**config.mk**
```make
export PLATFORM = sky130hd
export DESIGN_NAME = pulse_period_tachometer
export DESIGN_NICKNAME = d
export VERILOG_FILES = /design/src/rtl/ppt_pkg.sv /design/src/rtl/ppt_serial_sub.sv /design/src/rtl/ppt_serial_mul.sv /design/src/rtl/ppt_serial_div.sv /design/src/rtl/pulse_period_tachometer.sv
export SDC_FILE = /design/constraint.sdc
export NUM_CORES = 1
export LEC_CHECK = 0
export BUFFER_PORTS_ARGS = -buffer_cell sky130_fd_sc_hd__buf_4
export CAP_MARGIN = 25
export CORE_UTILIZATION = 55
export CTS_BUF_LIST = sky130_fd_sc_hd__clkbuf_16
export DETAILED_ROUTE_END_ITERATION = 12
export PLACE_DENSITY = 0.84
export SYNTH_ARGS = -nofsm -noshare
export SYNTH_HDL_FRONTEND = slang
export SYNTH_SLANG_ARGS = --single-unit
```
**constraint.sdc**
```tcl
create_clock -name clk -period 5 [get_ports clk]
set_input_delay 0.5 -clock clk [delete_from_list [all_inputs] [get_ports clk]]
set_output_delay 0.5 -clock clk [all_outputs]
set_load 0.01 [all_outputs]
```
**src/rtl/ppt_pkg.sv**
```systemverilog
// Shared types and constants for the pulse period tachometer.
// Used by every module in rtl/; depends on nothing else.

package ppt_pkg;

    // Field and datapath widths
    localparam int TIME_W  = 32;
    localparam int PPR_W   = 8;
    localparam int RPM_W   = 16;
    localparam int PROD_W  = TIME_W + PPR_W;
    localparam int CFG_IDX_W = 2;

    // Operation codes
    localparam logic OP_PULSE = 1'b0;
    localparam logic OP_READ  = 1'b1;

    // Configuration register indexes
    localparam logic [CFG_IDX_W-1:0] CFG_MIN_INTERVAL = 2'd0;
    localparam logic [CFG_IDX_W-1:0] CFG_STOP_TIMEOUT = 2'd1;
    localparam logic [CFG_IDX_W-1:0] CFG_PULSES_REV   = 2'd2;

    // Configuration reset values
    localparam logic [TIME_W-1:0] MIN_INTERVAL_RST = 32'd2000;
    localparam logic [TIME_W-1:0] STOP_TIMEOUT_RST = 32'd1000000;
    localparam logic [PPR_W-1:0]  PULSES_REV_RST   = 8'd1;

    // Rpm = NUMERATOR / (interval * marks), saturated
    localparam logic [PROD_W-1:0] RPM_NUMERATOR = 40'd60000000;
    localparam logic [RPM_W-1:0]  RPM_MAX       = 16'hFFFF;
    // Partial remainder before the first quotient bit
    localparam logic [PROD_W-1:0] DIV_INIT      = RPM_NUMERATOR >> RPM_W;
    // Smallest divisor whose quotient fits in RPM_W bits
    localparam logic [PROD_W-1:0] SAT_LIMIT     = DIV_INIT + 40'd1;

    // Step counts of the serial units
    localparam int SER_STEPS = TIME_W;
    localparam int MUL_STEPS = PPR_W;
    localparam int DIV_STEPS = RPM_W;
    localparam int CNT_W     = $clog2(SER_STEPS);

    // Load / step strobes for a serial unit
    typedef struct packed {
        logic load;
        logic step;
    } ppt_ctl_t;

    typedef enum logic [2:0] {
        ST_IDLE,
        ST_SERIAL,
        ST_DECIDE,
        ST_DIVIDE,
        ST_FINISH
    } ppt_state_t;

endpackage

```
**src/rtl/ppt_serial_sub.sv**
```systemverilog
// Bit-serial subtractor and threshold compare: diff = a - b, at_least = diff >= t.
// One bit per cycle while stepped, LSB first. Depends on ppt_pkg.

module ppt_serial_sub (
    input  logic                         clk,
    input  ppt_pkg::ppt_ctl_t            ctl,
    input  logic [ppt_pkg::TIME_W-1:0]   minuend,
    input  logic [ppt_pkg::TIME_W-1:0]   subtrahend,
    input  logic [ppt_pkg::TIME_W-1:0]   threshold,
    output logic [ppt_pkg::TIME_W-1:0]   operand,
    output logic [ppt_pkg::TIME_W-1:0]   diff,
    output logic                         at_least
);

    logic [ppt_pkg::TIME_W-1:0] a_reg;
    logic [ppt_pkg::TIME_W-1:0] b_reg;
    logic [ppt_pkg::TIME_W-1:0] t_reg;
    logic [ppt_pkg::TIME_W-1:0] d_reg;
    logic                       bw_diff_reg;
    logic                       bw_cmp_reg;

    logic d_bit;
    logic bw_diff_next;
    logic bw_cmp_next;

    // One full-subtractor cell for each chain
    always_comb
    begin
        d_bit        = a_reg[0] ^ b_reg[0] ^ bw_diff_reg;
        bw_diff_next = (~a_reg[0] & b_reg[0]) | (~(a_reg[0] ^ b_reg[0]) & bw_diff_reg);
        bw_cmp_next  = (~d_bit & t_reg[0]) | (~(d_bit ^ t_reg[0]) & bw_cmp_reg);
    end

    // Operand a rotates so it is intact after a full pass
    always_ff @(posedge clk)
    begin
        if (ctl.load)
        begin
            a_reg       <= minuend;
            b_reg       <= subtrahend;
            t_reg       <= threshold;
            bw_diff_reg <= 1'b0;
            bw_cmp_reg  <= 1'b0;
        end
        else if (ctl.step)
        begin
            a_reg       <= {a_reg[0], a_reg[ppt_pkg::TIME_W-1:1]};
            b_reg       <= {1'b0, b_reg[ppt_pkg::TIME_W-1:1]};
            t_reg       <= {1'b0, t_reg[ppt_pkg::TIME_W-1:1]};
            d_reg       <= {d_bit, d_reg[ppt_pkg::TIME_W-1:1]};
            bw_diff_reg <= bw_diff_next;
            bw_cmp_reg  <= bw_cmp_next;
        end
    end

    assign operand  = a_reg;
    assign diff     = d_reg;
    assign at_least = ~bw_cmp_reg;

endmodule

```
**src/rtl/ppt_serial_mul.sv**
```systemverilog
// Shift-and-add multiplier: interval times marks per revolution, one mark bit a cycle.
// Depends on ppt_pkg.

module ppt_serial_mul (
    input  logic                         clk,
    input  ppt_pkg::ppt_ctl_t            ctl,
    input  logic [ppt_pkg::TIME_W-1:0]   multiplicand,
    input  logic [ppt_pkg::PPR_W-1:0]    multiplier,
    output logic [ppt_pkg::PROD_W-1:0]   product
);

    logic [ppt_pkg::PROD_W-1:0] mcand_reg;
    logic [ppt_pkg::PPR_W-1:0]  mplier_reg;
    logic [ppt_pkg::PROD_W-1:0] acc_reg;

    // Zero marks count as one
    logic [ppt_pkg::PPR_W-1:0] marks;
    assign marks = (multiplier == '0) ? ppt_pkg::PPR_W'(1) : multiplier;

    always_ff @(posedge clk)
    begin
        if (ctl.load)
        begin
            mcand_reg  <= {{ppt_pkg::PPR_W{1'b0}}, multiplicand};
            mplier_reg <= marks;
            acc_reg    <= '0;
        end
        else if (ctl.step)
        begin
            if (mplier_reg[0])
            begin
                acc_reg <= acc_reg + mcand_reg;
            end
            mcand_reg  <= {mcand_reg[ppt_pkg::PROD_W-2:0], 1'b0};
            mplier_reg <= {1'b0, mplier_reg[ppt_pkg::PPR_W-1:1]};
        end
    end

    assign product = acc_reg;

endmodule

```
**src/rtl/ppt_serial_div.sv**
```systemverilog
// Restoring divider: constant numerator by a 40-bit divisor, one quotient bit a cycle.
// Valid when divisor >= SAT_LIMIT; depends on ppt_pkg.

module ppt_serial_div (
    input  logic                         clk,
    input  ppt_pkg::ppt_ctl_t            ctl,
    input  logic [ppt_pkg::PROD_W-1:0]   divisor,
    output logic [ppt_pkg::RPM_W-1:0]    quotient
);

    logic [ppt_pkg::PROD_W-1:0] dvs_reg;
    logic [ppt_pkg::PROD_W-1:0] rem_reg;
    logic [ppt_pkg::RPM_W-1:0]  num_reg;
    logic [ppt_pkg::RPM_W-1:0]  q_reg;

    logic [ppt_pkg::PROD_W:0] trial;
    logic [ppt_pkg::PROD_W:0] trial_sub;
    logic                     fits;

    // Bring down the next numerator bit and try the subtract
    always_comb
    begin
        trial     = {rem_reg, num_reg[ppt_pkg::RPM_W-1]};
        trial_sub = trial - {1'b0, dvs_reg};
        fits      = (trial >= {1'b0, dvs_reg});
    end

    always_ff @(posedge clk)
    begin
        if (ctl.load)
        begin
            dvs_reg <= divisor;
            rem_reg <= ppt_pkg::DIV_INIT;
            num_reg <= ppt_pkg::RPM_NUMERATOR[ppt_pkg::RPM_W-1:0];
            q_reg   <= '0;
        end
        else if (ctl.step)
        begin
            rem_reg <= fits ? trial_sub[ppt_pkg::PROD_W-1:0] : trial[ppt_pkg::PROD_W-1:0];
            num_reg <= {num_reg[ppt_pkg::RPM_W-2:0], 1'b0};
            q_reg   <= {q_reg[ppt_pkg::RPM_W-2:0], fits};
        end
    end

    assign quotient = q_reg;

endmodule

```
**src/rtl/pulse_period_tachometer.sv**
```systemverilog
// Pulse period tachometer top level: control sequencer, config and output registers.
// Instantiates ppt_serial_sub, ppt_serial_mul, ppt_serial_div; depends on ppt_pkg.
//
// Usage:
//   Input channel (in_valid/in_stall, op, timestamp_us): op = 0 reports a pulse
//   edge, op = 1 requests a speed reading. A pulse edge gives no result; a read
//   gives one rpm value on the output channel (out_valid/out_stall, rpm).
//   Config port (cfg_we, cfg_index, cfg_data): 0 = min interval, 1 = stopped
//   timeout, 2 = pulses per revolution; index 3 is ignored. Write only when idle.
// Sequence:
//   A transaction runs through a bit-serial subtract/compare (the shift-add
//   multiply overlaps it) and then a decision state. A pulse edge drops
//   in_stall when the sequencer returns to idle after the decision; a read adds
//   a restoring divide and a load into the output register, which waits while
//   the output is stalled, and the next transaction can be taken in the cycle
//   rpm becomes valid. One transaction is processed at a time.
// Reset: config returns to 2000 us / 1000000 us / 1 pulse, stored pulse time
//   and interval clear to zero, output register empties.
// Stall: a waiting result sits in the output register while the next
//   transaction is taken; a newer result waits in the finish step until the
//   output register is free.

module pulse_period_tachometer (
    input  logic                              clk,
    input  logic                              rst_n,
    input  logic                              in_valid,
    output logic                              in_stall,
    input  logic                              op,
    input  logic [ppt_pkg::TIME_W-1:0]        timestamp_us,
    output logic                              out_valid,
    input  logic                              out_stall,
    output logic [ppt_pkg::RPM_W-1:0]         rpm,
    input  logic                              cfg_we,
    input  logic [ppt_pkg::CFG_IDX_W-1:0]     cfg_index,
    input  logic [ppt_pkg::TIME_W-1:0]        cfg_data
);

    ppt_pkg::ppt_state_t state_reg;
    ppt_pkg::ppt_state_t state_next;

    logic [ppt_pkg::CNT_W-1:0]  cnt_reg;
    logic                       op_reg;

    logic [ppt_pkg::TIME_W-1:0] min_interval_reg;
    logic [ppt_pkg::TIME_W-1:0] stop_timeout_reg;
    logic [ppt_pkg::PPR_W-1:0]  pulses_rev_reg;

    logic [ppt_pkg::TIME_W-1:0] last_pulse_reg;
    logic [ppt_pkg::TIME_W-1:0] interval_reg;

    logic                       out_valid_reg;
    logic [ppt_pkg::RPM_W-1:0]  rpm_reg;
    logic [ppt_pkg::RPM_W-1:0]  rpm_next;

    logic accept;
    logic commit;
    logic out_load;
    logic ser_last;
    logic div_last;

    ppt_pkg::ppt_ctl_t sub_ctl;
    ppt_pkg::ppt_ctl_t mul_ctl;
    ppt_pkg::ppt_ctl_t div_ctl;

    logic [ppt_pkg::TIME_W-1:0] sub_operand;
    logic [ppt_pkg::TIME_W-1:0] sub_diff;
    logic                       sub_at_least;
    logic [ppt_pkg::PROD_W-1:0] product;
    logic [ppt_pkg::RPM_W-1:0]  quotient;
    logic [ppt_pkg::TIME_W-1:0] threshold;

    assign accept   = in_valid && !in_stall;
    assign ser_last = (cnt_reg == ppt_pkg::CNT_W'(ppt_pkg::SER_STEPS - 1));
    assign div_last = (cnt_reg == ppt_pkg::CNT_W'(ppt_pkg::DIV_STEPS - 1));

    // Reads compare the age against the timeout, edges the gap against the minimum
    assign threshold = (op == ppt_pkg::OP_READ) ? stop_timeout_reg : min_interval_reg;

    // Next state
    always_comb
    begin
        state_next = state_reg;
        unique case (state_reg)
            ppt_pkg::ST_IDLE:
            begin
                if (in_valid)
                begin
                    state_next = ppt_pkg::ST_SERIAL;
                end
            end
            ppt_pkg::ST_SERIAL:
            begin
                if (ser_last)
                begin
                    state_next = ppt_pkg::ST_DECIDE;
                end
            end
            ppt_pkg::ST_DECIDE:
            begin
                state_next = (op_reg == ppt_pkg::OP_READ) ? ppt_pkg::ST_DIVIDE
                                                          : ppt_pkg::ST_IDLE;
            end
            ppt_pkg::ST_DIVIDE:
            begin
                if (div_last)
                begin
                    state_next = ppt_pkg::ST_FINISH;
                end
            end
            ppt_pkg::ST_FINISH:
            begin
                if (!out_valid_reg || !out_stall)
                begin
                    state_next = ppt_pkg::ST_IDLE;
                end
            end
            default:
            begin
                state_next = ppt_pkg::ST_IDLE;
            end
        endcase
    end

    // Outputs of the sequencer
    always_comb
    begin
        in_stall     = 1'b1;
        sub_ctl      = '0;
        mul_ctl      = '0;
        div_ctl      = '0;
        commit       = 1'b0;
        out_load     = 1'b0;
        unique case (state_reg)
            ppt_pkg::ST_IDLE:
            begin
                in_stall     = 1'b0;
                sub_ctl.load = in_valid;
                mul_ctl.load = in_valid;
            end
            ppt_pkg::ST_SERIAL:
            begin
                sub_ctl.step = 1'b1;
                mul_ctl.step = (cnt_reg < ppt_pkg::CNT_W'(ppt_pkg::MUL_STEPS));
            end
            ppt_pkg::ST_DECIDE:
            begin
                div_ctl.load = (op_reg == ppt_pkg::OP_READ);
                commit       = (op_reg == ppt_pkg::OP_PULSE) && sub_at_least;
            end
            ppt_pkg::ST_DIVIDE:
            begin
                div_ctl.step = 1'b1;
            end
            ppt_pkg::ST_FINISH:
            begin
                out_load = !out_valid_reg || !out_stall;
            end
            default:
            begin
                in_stall = 1'b1;
            end
        endcase
    end

    // Sequencer state, step counter and latched operation
    always_ff @(posedge clk or negedge rst_n)
    begin
        if (!rst_n)
        begin
            state_reg <= ppt_pkg::ST_IDLE;
            cnt_reg   <= '0;
            op_reg    <= ppt_pkg::OP_PULSE;
        end
        else
        begin
            state_reg <= state_next;
            if (accept || state_reg == ppt_pkg::ST_DECIDE)
            begin
                cnt_reg <= '0;
            end
            else if (state_reg == ppt_pkg::ST_SERIAL || state_reg == ppt_pkg::ST_DIVIDE)
            begin
                cnt_reg <= cnt_reg + ppt_pkg::CNT_W'(1);
            end
            if (accept)
            begin
                op_reg <= op;
            end
        end
    end

    // Configuration registers
    always_ff @(posedge clk or negedge rst_n)
    begin
        if (!rst_n)
        begin
            min_interval_reg <= ppt_pkg::MIN_INTERVAL_RST;
            stop_timeout_reg <= ppt_pkg::STOP_TIMEOUT_RST;
            pulses_rev_reg   <= ppt_pkg::PULSES_REV_RST;
        end
        else if (cfg_we)
        begin
            unique case (cfg_index)
                ppt_pkg::CFG_MIN_INTERVAL: min_interval_reg <= cfg_data;
                ppt_pkg::CFG_STOP_TIMEOUT: stop_timeout_reg <= cfg_data;
                ppt_pkg::CFG_PULSES_REV:   pulses_rev_reg   <= cfg_data[ppt_pkg::PPR_W-1:0];
                default:                   ;
            endcase
        end
    end

    // Last accepted pulse: time and interval
    always_ff @(posedge clk or negedge rst_n)
    begin
        if (!rst_n)
        begin
            last_pulse_reg <= '0;
            interval_reg   <= '0;
        end
        else if (commit)
        begin
            last_pulse_reg <= sub_operand;
            interval_reg   <= sub_diff;
        end
    end

    // Result select: stale or no interval reads zero, small divisors saturate
    always_comb
    begin
        priority if (sub_at_least || product == '0)
        begin
            rpm_next = '0;
        end
        else if (product < ppt_pkg::SAT_LIMIT)
        begin
            rpm_next = ppt_pkg::RPM_MAX;
        end
        else
        begin
            rpm_next = quotient;
        end
    end

    // Output register
    always_ff @(posedge clk or negedge rst_n)
    begin
        if (!rst_n)
        begin
            out_valid_reg <= 1'b0;
        end
        else if (out_load)
        begin
            out_valid_reg <= 1'b1;
        end
        else if (out_valid_reg && !out_stall)
        begin
            out_valid_reg <= 1'b0;
        end
    end

    always_ff @(posedge clk)
    begin
        if (out_load)
        begin
            rpm_reg <= rpm_next;
        end
    end

    assign out_valid = out_valid_reg;
    assign rpm       = rpm_reg;

    // Serial datapath units
    ppt_serial_sub u_sub (
        .clk        (clk),
        .ctl        (sub_ctl),
        .minuend    (timestamp_us),
        .subtrahend (last_pulse_reg),
        .threshold  (threshold),
        .operand    (sub_operand),
        .diff       (sub_diff),
        .at_least   (sub_at_least)
    );

    ppt_serial_mul u_mul (
        .clk          (clk),
        .ctl          (mul_ctl),
        .multiplicand (interval_reg),
        .multiplier   (pulses_rev_reg),
        .product      (product)
    );

    ppt_serial_div u_div (
        .clk      (clk),
        .ctl      (div_ctl),
        .divisor  (product),
        .quotient (quotient)
    );

endmodule
```
# [Word-level counts from Yosys, hierarchy flattened]
# Index checks and enable logic that the tools add are counted.
[word_totals] regBits=484 out_inout_bits=18 word_cells=113 input_bits=72
[op_classes] n_reduce_logical=23 n_lt_le_gt_ge=3 n_addsub=3 bitwise=16 eq_ne=12 muxes=32
[op_table] operator="two-way mux 32 bit" count=9
[op_table] operator="greater-or-equal comparator 41 x 40 -> 1 bit" count=1
[op_table] operator="adder 40 bit" count=1
[op_table] operator="logical NOT 40 bit" count=1
[op_table] operator="less-than comparator 40 x 10 -> 1 bit, second input constant" count=1
[op_table] operator="two-way mux 40 bit" count=1
[op_table] operator="subtractor 40 bit" count=1
[op_table] operator="two-way mux 8 bit" count=3
[op_table] operator="two-way mux 16 bit" count=1
[op_table] operator="case mux 3 bit (5 select lines)" count=1
[op_table] operator="two-way mux 3 bit" count=4
[op_table] operator="two-way mux 1 bit" count=10
[op_table] operator="two-way mux 5 bit" count=2
[op_table] operator="AND reduction 2 bit" count=5
[op_table] operator="logical NOT 8 bit" count=1
[op_table] operator="!= test 2 bit, second input constant" count=4
[op_table] operator="nonzero test 2 bit" count=4
[op_table] operator="NOT 1 bit" count=7
[op_table] operator="== test 3 x 2 -> 1 bit, second input constant" count=2
[op_table] operator="adder 5 x 1 -> 5 bit, second input constant" count=1
[op_table] operator="== test 5 x 4 -> 1 bit, second input constant" count=1
[op_table] operator="== test 5 bit, second input constant" count=1
[op_table] operator="less-than comparator 5 x 4 -> 1 bit, second input constant" count=1
[op_table] operator="bitwise AND 1 bit" count=4
[op_table] operator="other kinds (13)" count=22

# [Logic depth before layout (Yosys ltp)]
# Gate-level depths: netlist of run 1.
[logic_depth] depth_word=6 depth_mapped=14 mapped_depth_nobuf=13

# [Hierarchy]
# A second synthesis of run 1 with hierarchy kept.
[hier_totals] hier_cells=1994 area_unflattened_um2=24048.1
[by_module_without_submodules] mod="pulse_period_tachometer" seq_area_each_um2=4151.5 cells_per_inst=436 instances=1 area_each_um2=7040.5
[by_module_without_submodules] mod="ppt_serial_div" seq_area_each_um2=2482.4 cells_per_inst=720 instances=1 area_each_um2=6308.6
[by_module_without_submodules] mod="ppt_serial_mul" seq_area_each_um2=2162.1 cells_per_inst=588 instances=1 area_each_um2=5526.6
[by_module_without_submodules] mod="ppt_serial_sub" seq_area_each_um2=3883.7 cells_per_inst=250 instances=1 area_each_um2=5172.5

# [Least setup slack after synthesis of run 1]
# Ideal clock, no wire load.
[synth_path] path_kind="reg-to-reg" from="register state_reg[1]" to="register u_sub.b_reg[0] (netlist name), enable pin" synth_period_minus_slack_ns=4.031 n_path_buf=3 stages_incl_launch_ff=7 arrival_ns=3.574 t_required_ns=4.542 path_slack_ns=0.969 path_cell_list="dfrtp_1 clkbuf_1 nor3_1 nand2_2 clkbuf_1 clkbuf_1 nand2_1"
[synth_between] elab_chain_cells=3 elab_cells_between_ends=5
[synth_rtl] item="start: declaration" line="pulse_period_tachometer.sv:38" rtl="ppt_pkg::ppt_state_t state_reg;"
[synth_rtl] item="start signal: assignment" line="pulse_period_tachometer.sv:170" rtl="state_reg <= ppt_pkg::ST_IDLE;"
[synth_rtl] item="start signal: assignment" line="pulse_period_tachometer.sv:176" rtl="state_reg <= state_next;"
[synth_rtl] item="== test 3 x 1 -> 1 bit or logical NOT 3 bit (tied branches)" line="pulse_period_tachometer.sv:133" rtl="unique case (state_reg)"
[synth_rtl] item="two-way mux 1 bit" line="pulse_period_tachometer.sv:133"
[synth_rtl] item="nonzero test 2 bit (no source line) *"
[synth_rtl] item="end signal: assignment" line="ppt_serial_sub.sv:40" rtl="b_reg <= subtrahend;"
[synth_rtl] item="end signal: assignment" line="ppt_serial_sub.sv:48" rtl="b_reg <= {1'b0, b_reg[ppt_pkg::TIME_W-1:1]};"
[synth_rtl] item="end: declaration" line="ppt_serial_sub.sv:16" rtl="logic [ppt_pkg::TIME_W-1:0] b_reg;"
# Every way passes the cells marked *; elsewhere a longest branch is shown, timed or not.
# A chain may end at the register's enable or synchronous reset.

# [Worst setup path in the final report of run 1]
[layout_path] from="register u_div.dvs_reg[11] (netlist name)" to="register u_div.rem_reg[3] (netlist name)"
[layout_between] elab_chain_cells=2
[layout_rtl] item="start: declaration" line="ppt_serial_div.sv:11" rtl="logic [ppt_pkg::PROD_W-1:0] dvs_reg;"
[layout_rtl] item="start signal: assignment" line="ppt_serial_div.sv:32" rtl="dvs_reg <= divisor;"
[layout_rtl] item="greater-or-equal comparator 41 x 40 -> 1 bit" line="ppt_serial_div.sv:25" rtl="fits = (trial >= {1'b0, dvs_reg});"
[layout_rtl] item="two-way mux 40 bit" line="ppt_serial_div.sv:39" rtl="rem_reg <= fits ? trial_sub[ppt_pkg::PROD_W-1:0] : trial[ppt_pkg::PROD_W-1:0];"
[layout_rtl] item="end signal: assignment" line="ppt_serial_div.sv:33" rtl="rem_reg <= ppt_pkg::DIV_INIT;"
[layout_rtl] item="end signal: assignment" line="ppt_serial_div.sv:39"
[layout_rtl] item="end: declaration" line="ppt_serial_div.sv:12" rtl="logic [ppt_pkg::PROD_W-1:0] rem_reg;"
# Every way passes these cells.

==> results.md, run 1 <==
- Status: finished, violations left
- Failing checks: negative hold slack
- Fin nets: 2405
- Critical path type: register to register
- H-tree Lvls: 2
- GP Congestion: 0.886
- Sequential area share after synthesis: 54.8%
- Post-DP Area: 24200 um2
- WP data arrival: 3.94 ns
- Avg Inst Size Synth: 10.5 um2
- Row count: 74
- Synth Net Count: 2359
- Leakage: 11.2 nW
- CP startpoint: u_div.dvs_reg[11]
- Area growth syn-to-layout: 11.4%
- Synth async-reset ratio: 30.2%
- CP endpoint kind: register
- Synth unique cells: 81
- PnR Total Power: 0.0178 W
- DRC viols: 0
- Skew-Pair Late Insertion Delay: 0.60 ns
- Cell area after synthesis: 23100 um2
- Vias in the first global route: 16656
- #FFs+latches synth: 484
- Tmin final: 3.52 ns
- Pwr/cell area: 690 nW/um2
- First DRT Iteration DRCs: 1245
- Clock skew: 0.0234 ns
- TNS Setup: 0 ns
- DRT Pass-1 Iters: 5
- Initial antenna violation count: 0
- Post-route cell area: 25700 um2
- Final Slew Violations: 0
- Tcrit/Tclk final: 70.3%
- Post-synth EDFFs: 224
- Worst-path clk slew: 0.06 ns
- Fmax achieved: 284 MHz
- Hold slack: -0.00336 ns
- Core Util, Final: 62.6%
- Clock buffer count from CTS: 49
- DP HPWL: 31900 um
- Ant diodes: 0
- IO Pins: 90
- FF-to-FF Start: u_div.dvs_reg[11]
- Crit Path Max Fanout: 29
- Vias: 16372
- Final ANT Viol Nets: 0
- Share of cells above drive strength 1: 15.6%
- # setup viols final: 0
- Global-route wire length before repair: 81500 um
- Die H: 207 um
- CTS root buf: clkbuf_16
- Die X: 207 um
- CTS Sinks: 484
- Core area: 41100 um2
- Yosys warnings: 0
- Crit path launch type: register
- GRT Total Usage: 22.8%
- Req. time, crit path: 5.42 ns
- Worst slew margin: 34.0%
- Setup repair after global routing missed its margin: false
- Via/cell ratio: 5.81
- Main synth FF type: edfxtp_1
- Synthesized netlist cell count: 2201
- Die Footprint: 42900 um2
- Grt total ovfl: 0
- Endpoints failing hold: 3
- Hold Buf Count CTS: 0
- Max cap viols: 0
- Largest net degree at the start of global routing: 96
- CTS tree: yes
- Setup bufs post-CTS: 0
- Clk buf depth: 3
- Final wirelength: 48800 um
- Peak supply drop: 0.412 mV
- Min-Delay Path Class: input pin to asynchronous set/reset pin
- Resized Gates After CTS: 0
- Slew @ Worst Pin: 0.990 ns
- # port buffers: 89
- Initial Util: 56.2%
- WL/cell: 17.3 um
[Yosys cell counts, types with 14 or more instances]
cell type / instances / area, um2
nand3_1: 24 / 120
clkbuf_1: 102 / 383
nor2_1: 68 / 255
o21ai_0: 117 / 586
a21o_1: 27 / 203
edfxtp_1: 224 / 6730
nand4_1: 21 / 131
nor3_1: 20 / 100
inv_1: 58 / 218
mux2_2: 137 / 1540
a211oi_1: 22 / 165
a21oi_1: 153 / 766
mux2i_1: 59 / 591
o21ai_1: 15 / 75.1
dfxtp_1: 114 / 2280
nand2_1: 537 / 2020
o21a_1: 29 / 218
dfstp_2: 14 / 368
xnor2_1: 41 / 359
dfrtp_1: 132 / 3300
xor2_1: 26 / 228
a31oi_1: 18 / 113
ha_1: 83 / 1040
[worst paths after layout]
check | endpoint | slack (ns) | cells after the start
max in group asynchronous | pulses_rev_reg[5] | 3.78 | 2
hold reg to reg | u_sub.diff[21] | 0.44 | 0
setup / recovery | u_div.rem_reg[3] | 1.48 | 12
min in group clk | out_valid | 0.14 | 3
setup reg to reg | u_div.rem_reg[3] | 1.48 | 12
hold / removal | last_pulse_reg[17] | -0.003 | 1
[cell families (layout without fill, tap and decap cells)]
| group | count (synthesis) | after routing | share of synthesized area, % |
|---|---|---|---|
| flops | 484 | 484 | 54.8 |
| simple gates | 750 | 750 | 13.8 |
| xor+xnor | 67 | 67 | 2.54 |
| fa+ha+maj | 86 | 86 | 4.75 |
| compound gates | 441 | 441 | 11.6 |
| buf+inv | 176 | 263 | 3.23 |
| mux | 197 | 197 | 9.28 |
[metrics by stage]
stage	worst slack, ns	cells
CTS	1.49	2819
global placement	1.64	2725
finish	1.48	2820
global route	1.18	2820
floorplan	0.969	2201
detailed placement	1.54	2727
[report_power, final]
group / switching, W / internal [W] / total, W / leakage [nW]
logic: 0.00429 / 0.00279 / 0.00707 / 5.36
clock network: 0.00156 / 0.00203 / 0.00359 / 0.809
registers: 0.000929 / 0.00619 / 0.00712 / 5.05
[critical path, cell delays in order (launching register included)]
cell,delay [ns]
edfxtp_1,0.32
inv_1,0.04
ha_1,0.37
nand2_1,0.12
nor2_1,0.18
and4_1,0.24
nand2_1,0.06
o21a_1,0.26
a2bb2oi_2,0.21
o31ai_4,0.64
buf_4,0.50
mux2i_1,0.29
a211oi_1,0.11
[area by class of cell]
cell class / count / area (um2)
fill: 3153 / 15400
clock inverter: 42 / 324
sequential: 484 / 12700
tap: 532 / 666
inverter: 59 / 221
clock buffer: 50 / 1250
timing repair buffer: 112 / 878
multi-input combinational: 1541 / 9730
[layout by cell type, fill, tap and decap left out, types with 23 or more instances in the layout]
master       n
a21o_1      27
a21oi_1    152
buf_4      108
clkbuf_16   50
dfrtp_1    132
dfxtp_1    114
edfxtp_1   224
ha_1        83
inv_1       68
mux2_2     137
mux2i_1     59
nand2_1    536
nand3_1     23
nor2_1      68
o21a_1      29
o21ai_0    117
xnor2_1     41
xor2_1      26
[routing by layer]
metal	share of wire [%]	vias to the layer above	global-route usage, %
met1	44	7969	29.3
met4	2.3	0	7.15
li1	-	7866	-
met2	49	440	39.2
met3	5.1	97	4.18
met5	0	-	0
(Power assumes the default switching activity.)
==> run 2, diff against run 1 <==
==> constraint.sdc (replaced) <==
create_clock -name clk -period 3.51 [get_ports clk]
set_input_delay 0.351 -clock clk [delete_from_list [all_inputs] [get_ports clk]]
set_output_delay 0.351 -clock clk [all_outputs]
set_load 0.01 [all_outputs]
==> run 2 against run 1 <==
Against the previous run: sequential share of layout area down 0.79 points; setup slack worse by 1.2 ns; largest cell class unchanged; sequential power up 43%; critical path type unchanged; the run now ends clean; first-iteration DRC count down 4.1%; critical endpoint is now u_div.rem_reg[11]; clock-buffer cell count down 2; die area unchanged.
==> results.md, run 2 (synthesized netlist as in run 1, its figures left out) <==
- WP data arrival: 3.77 ns
- Slowest CP cell: edfxtp_1
- Clk buf depth: 3
- Tmin final: 3.26 ns
- Ant diodes: 0
- Post-DP Area: 24300 um2
- Hold Startpoint: cfg_data[4]
- GP Congestion: 0.924
- Slew @ Worst Pin: 0.882 ns
- Leakage: 11.4 nW
- Die Footprint: 42900 um2
- CTS root buf: clkbuf_16
- Crit path launch type: register
- # port buffers: 89
- Largest net degree at the start of global routing: 143
- Fin nets: 2448
- Vias: 16605
- Initial antenna violation count: 0
- Area growth syn-to-layout: 13.2%
- FF-to-FF Start: u_div.dvs_reg[1]
- Commonest non-fill, non-tap cells in the layout: 536 x nand2_1, 224 x edfxtp_1, 152 x a21oi_1
- Resized Gates After CTS: 0
- Clock buffer count from CTS: 48
- WP buf/inv: 3
- Tcrit/Tclk final: 93.0%
- Row count: 74
- First DRT Iteration DRCs: 1194
- Fillers: 3039
- Critical path type: register to register
- Post-route cell area: 26200 um2
- IO Pins: 90
- Worst-path cell chain: inv_1 -> ha_1 -> nor2b_1 -> o31ai_1 -> nand2_1 -> a31oi_1 -> o21a_1 -> a2bb2oi_2 -> o31ai_4 -> buf_4 -> buf_12 -> mux2i_1 -> a211oi_1
- Hold path depth: 2
- Final wirelength: 51000 um
- CP startpoint: u_div.dvs_reg[1]
- Grt total ovfl: 0
- CP max stage delay: 0.41 ns
- Crit Path Max Fanout: 28
- CTS tree: yes
- Die H: 207 um
- WL/cell: 17.8 um
- Min-Delay Path Class: input pin to register
- Hold slack: 0.0150 ns
- Vias in the first global route: 16794
- R2r endpoint: u_div.rem_reg[11]
- Skew-Pair Late Insertion Delay: 0.60 ns
- Hold Path End: stop_timeout_reg[4]
- DP HPWL: 32500 um
- Peak supply drop: 0.595 mV
- H-tree Lvls: 2
- Initial Util: 56.2%
- # setup viols final: 0
- DRC viols: 0
- Max cap viols: 0
- Reg2Reg Depth: 13
- Via/cell ratio: 5.80
- CP endpoint kind: register
- Share of cells above drive strength 1: 15.5%
- R2r setup slk: 0.25 ns
- Worst-path clk slew: 0.06 ns
- Pwr/cell area: 973 nW/um2
- DRT Pass-1 Iters: 8
- Req. time, crit path: 4.01 ns
- Die X: 207 um
- CTS Sinks: 484
- Most common cell after layout, fill and taps aside: nand2_1
- Fmax achieved: 306 MHz
- Clock skew: 0.0345 ns
- CP top delay family: compound AO/OA/AOI/OAI gates
- Final ANT Viol Nets: 0
- Final Slew Violations: 0
- Status: finished, final reports clean
- GRT Total Usage: 23.7%
- Global-route wire length before repair: 83400 um
- Worst slew margin: 41.1%
- Core area: 41100 um2
- Endpoints failing hold: 0
- Setup repair after global routing missed its margin: false
- TNS Setup: 0 ns
run 2: cell count changes in the layout (fill, tap and decap cells not counted), moves of 2 or more:
cell,delta
buf_12,+6
dlygate4sd3_1,+36
clkinv_2,-6
clkbuf_16,-2
clkinv_1,+2
buf_4,+3
clkinv_4,+2
run 2: cell type report:
type | instances | area, um2 | area share [%]
Sequential cell | 484 | 12700 | 48.5
Multi-Input combinational cell | 1541 | 9730 | 37.2
Timing Repair Buffer | 156 | 1350 | 5.16
Clock buffer | 48 | 1200 | 4.59
Tap cell | 532 | 666 | 2.54
Clock inverter | 41 | 322 | 1.23
Inverter | 59 | 221 | 0.846
run 2: what timing repair did:
item	CTS	global route
endpoints found under the setup margin	0	1
hold buffers	36	0
buffers inserted	0	3
endpoints found under the hold margin	138	0
run 2: how the worst max path moves through the flow:
stage / end / slack [ns] / cells after the start
2_1_floorplan: u_sub.b_reg[0] / 0.37 / 6
4_1_cts: u_div.rem_reg[35] / 0.24 / 13
3_3_place_gp: u_div.rem_reg[35] / 0.41 / 13
6_report: u_div.rem_reg[11] / 0.25 / 13
5_1_grt: u_mul.product[34] / 0.02 / 12
3_5_place_dp: u_mul.product[38] / 0.28 / 12
run 2: where the power goes:
group          internal [W]  switching (W)  leakage, nW
sequential          0.00881        0.00138         5.05
combinational       0.00411        0.00616         5.57
clock               0.00280        0.00220        0.783
total                0.0157        0.00974         11.4
run 2: metal layers:
metal  vias to the layer above  global-route usage, %  share of wire (%)
li1                       7963                      -                  -
met1                      8037                   30.3                 42
met2                       504                   40.6                 50
met3                       101                   4.00                5.3
met4                         0                   8.31                2.6
met5                         -                      0                  0
run 2: per-stage QoR:
stage               setup WS, ns  utilization (%)  power, W  instances
finish                     0.247             63.7    0.0255       2861
global route              0.0188             63.7    0.0271       2861
CTS                        0.239             63.6    0.0253       2857
detailed placement         0.285             59.0    0.0202       2732
global placement           0.407             59.0    0.0197       2731
floorplan                  0.371                -    0.0178       2201
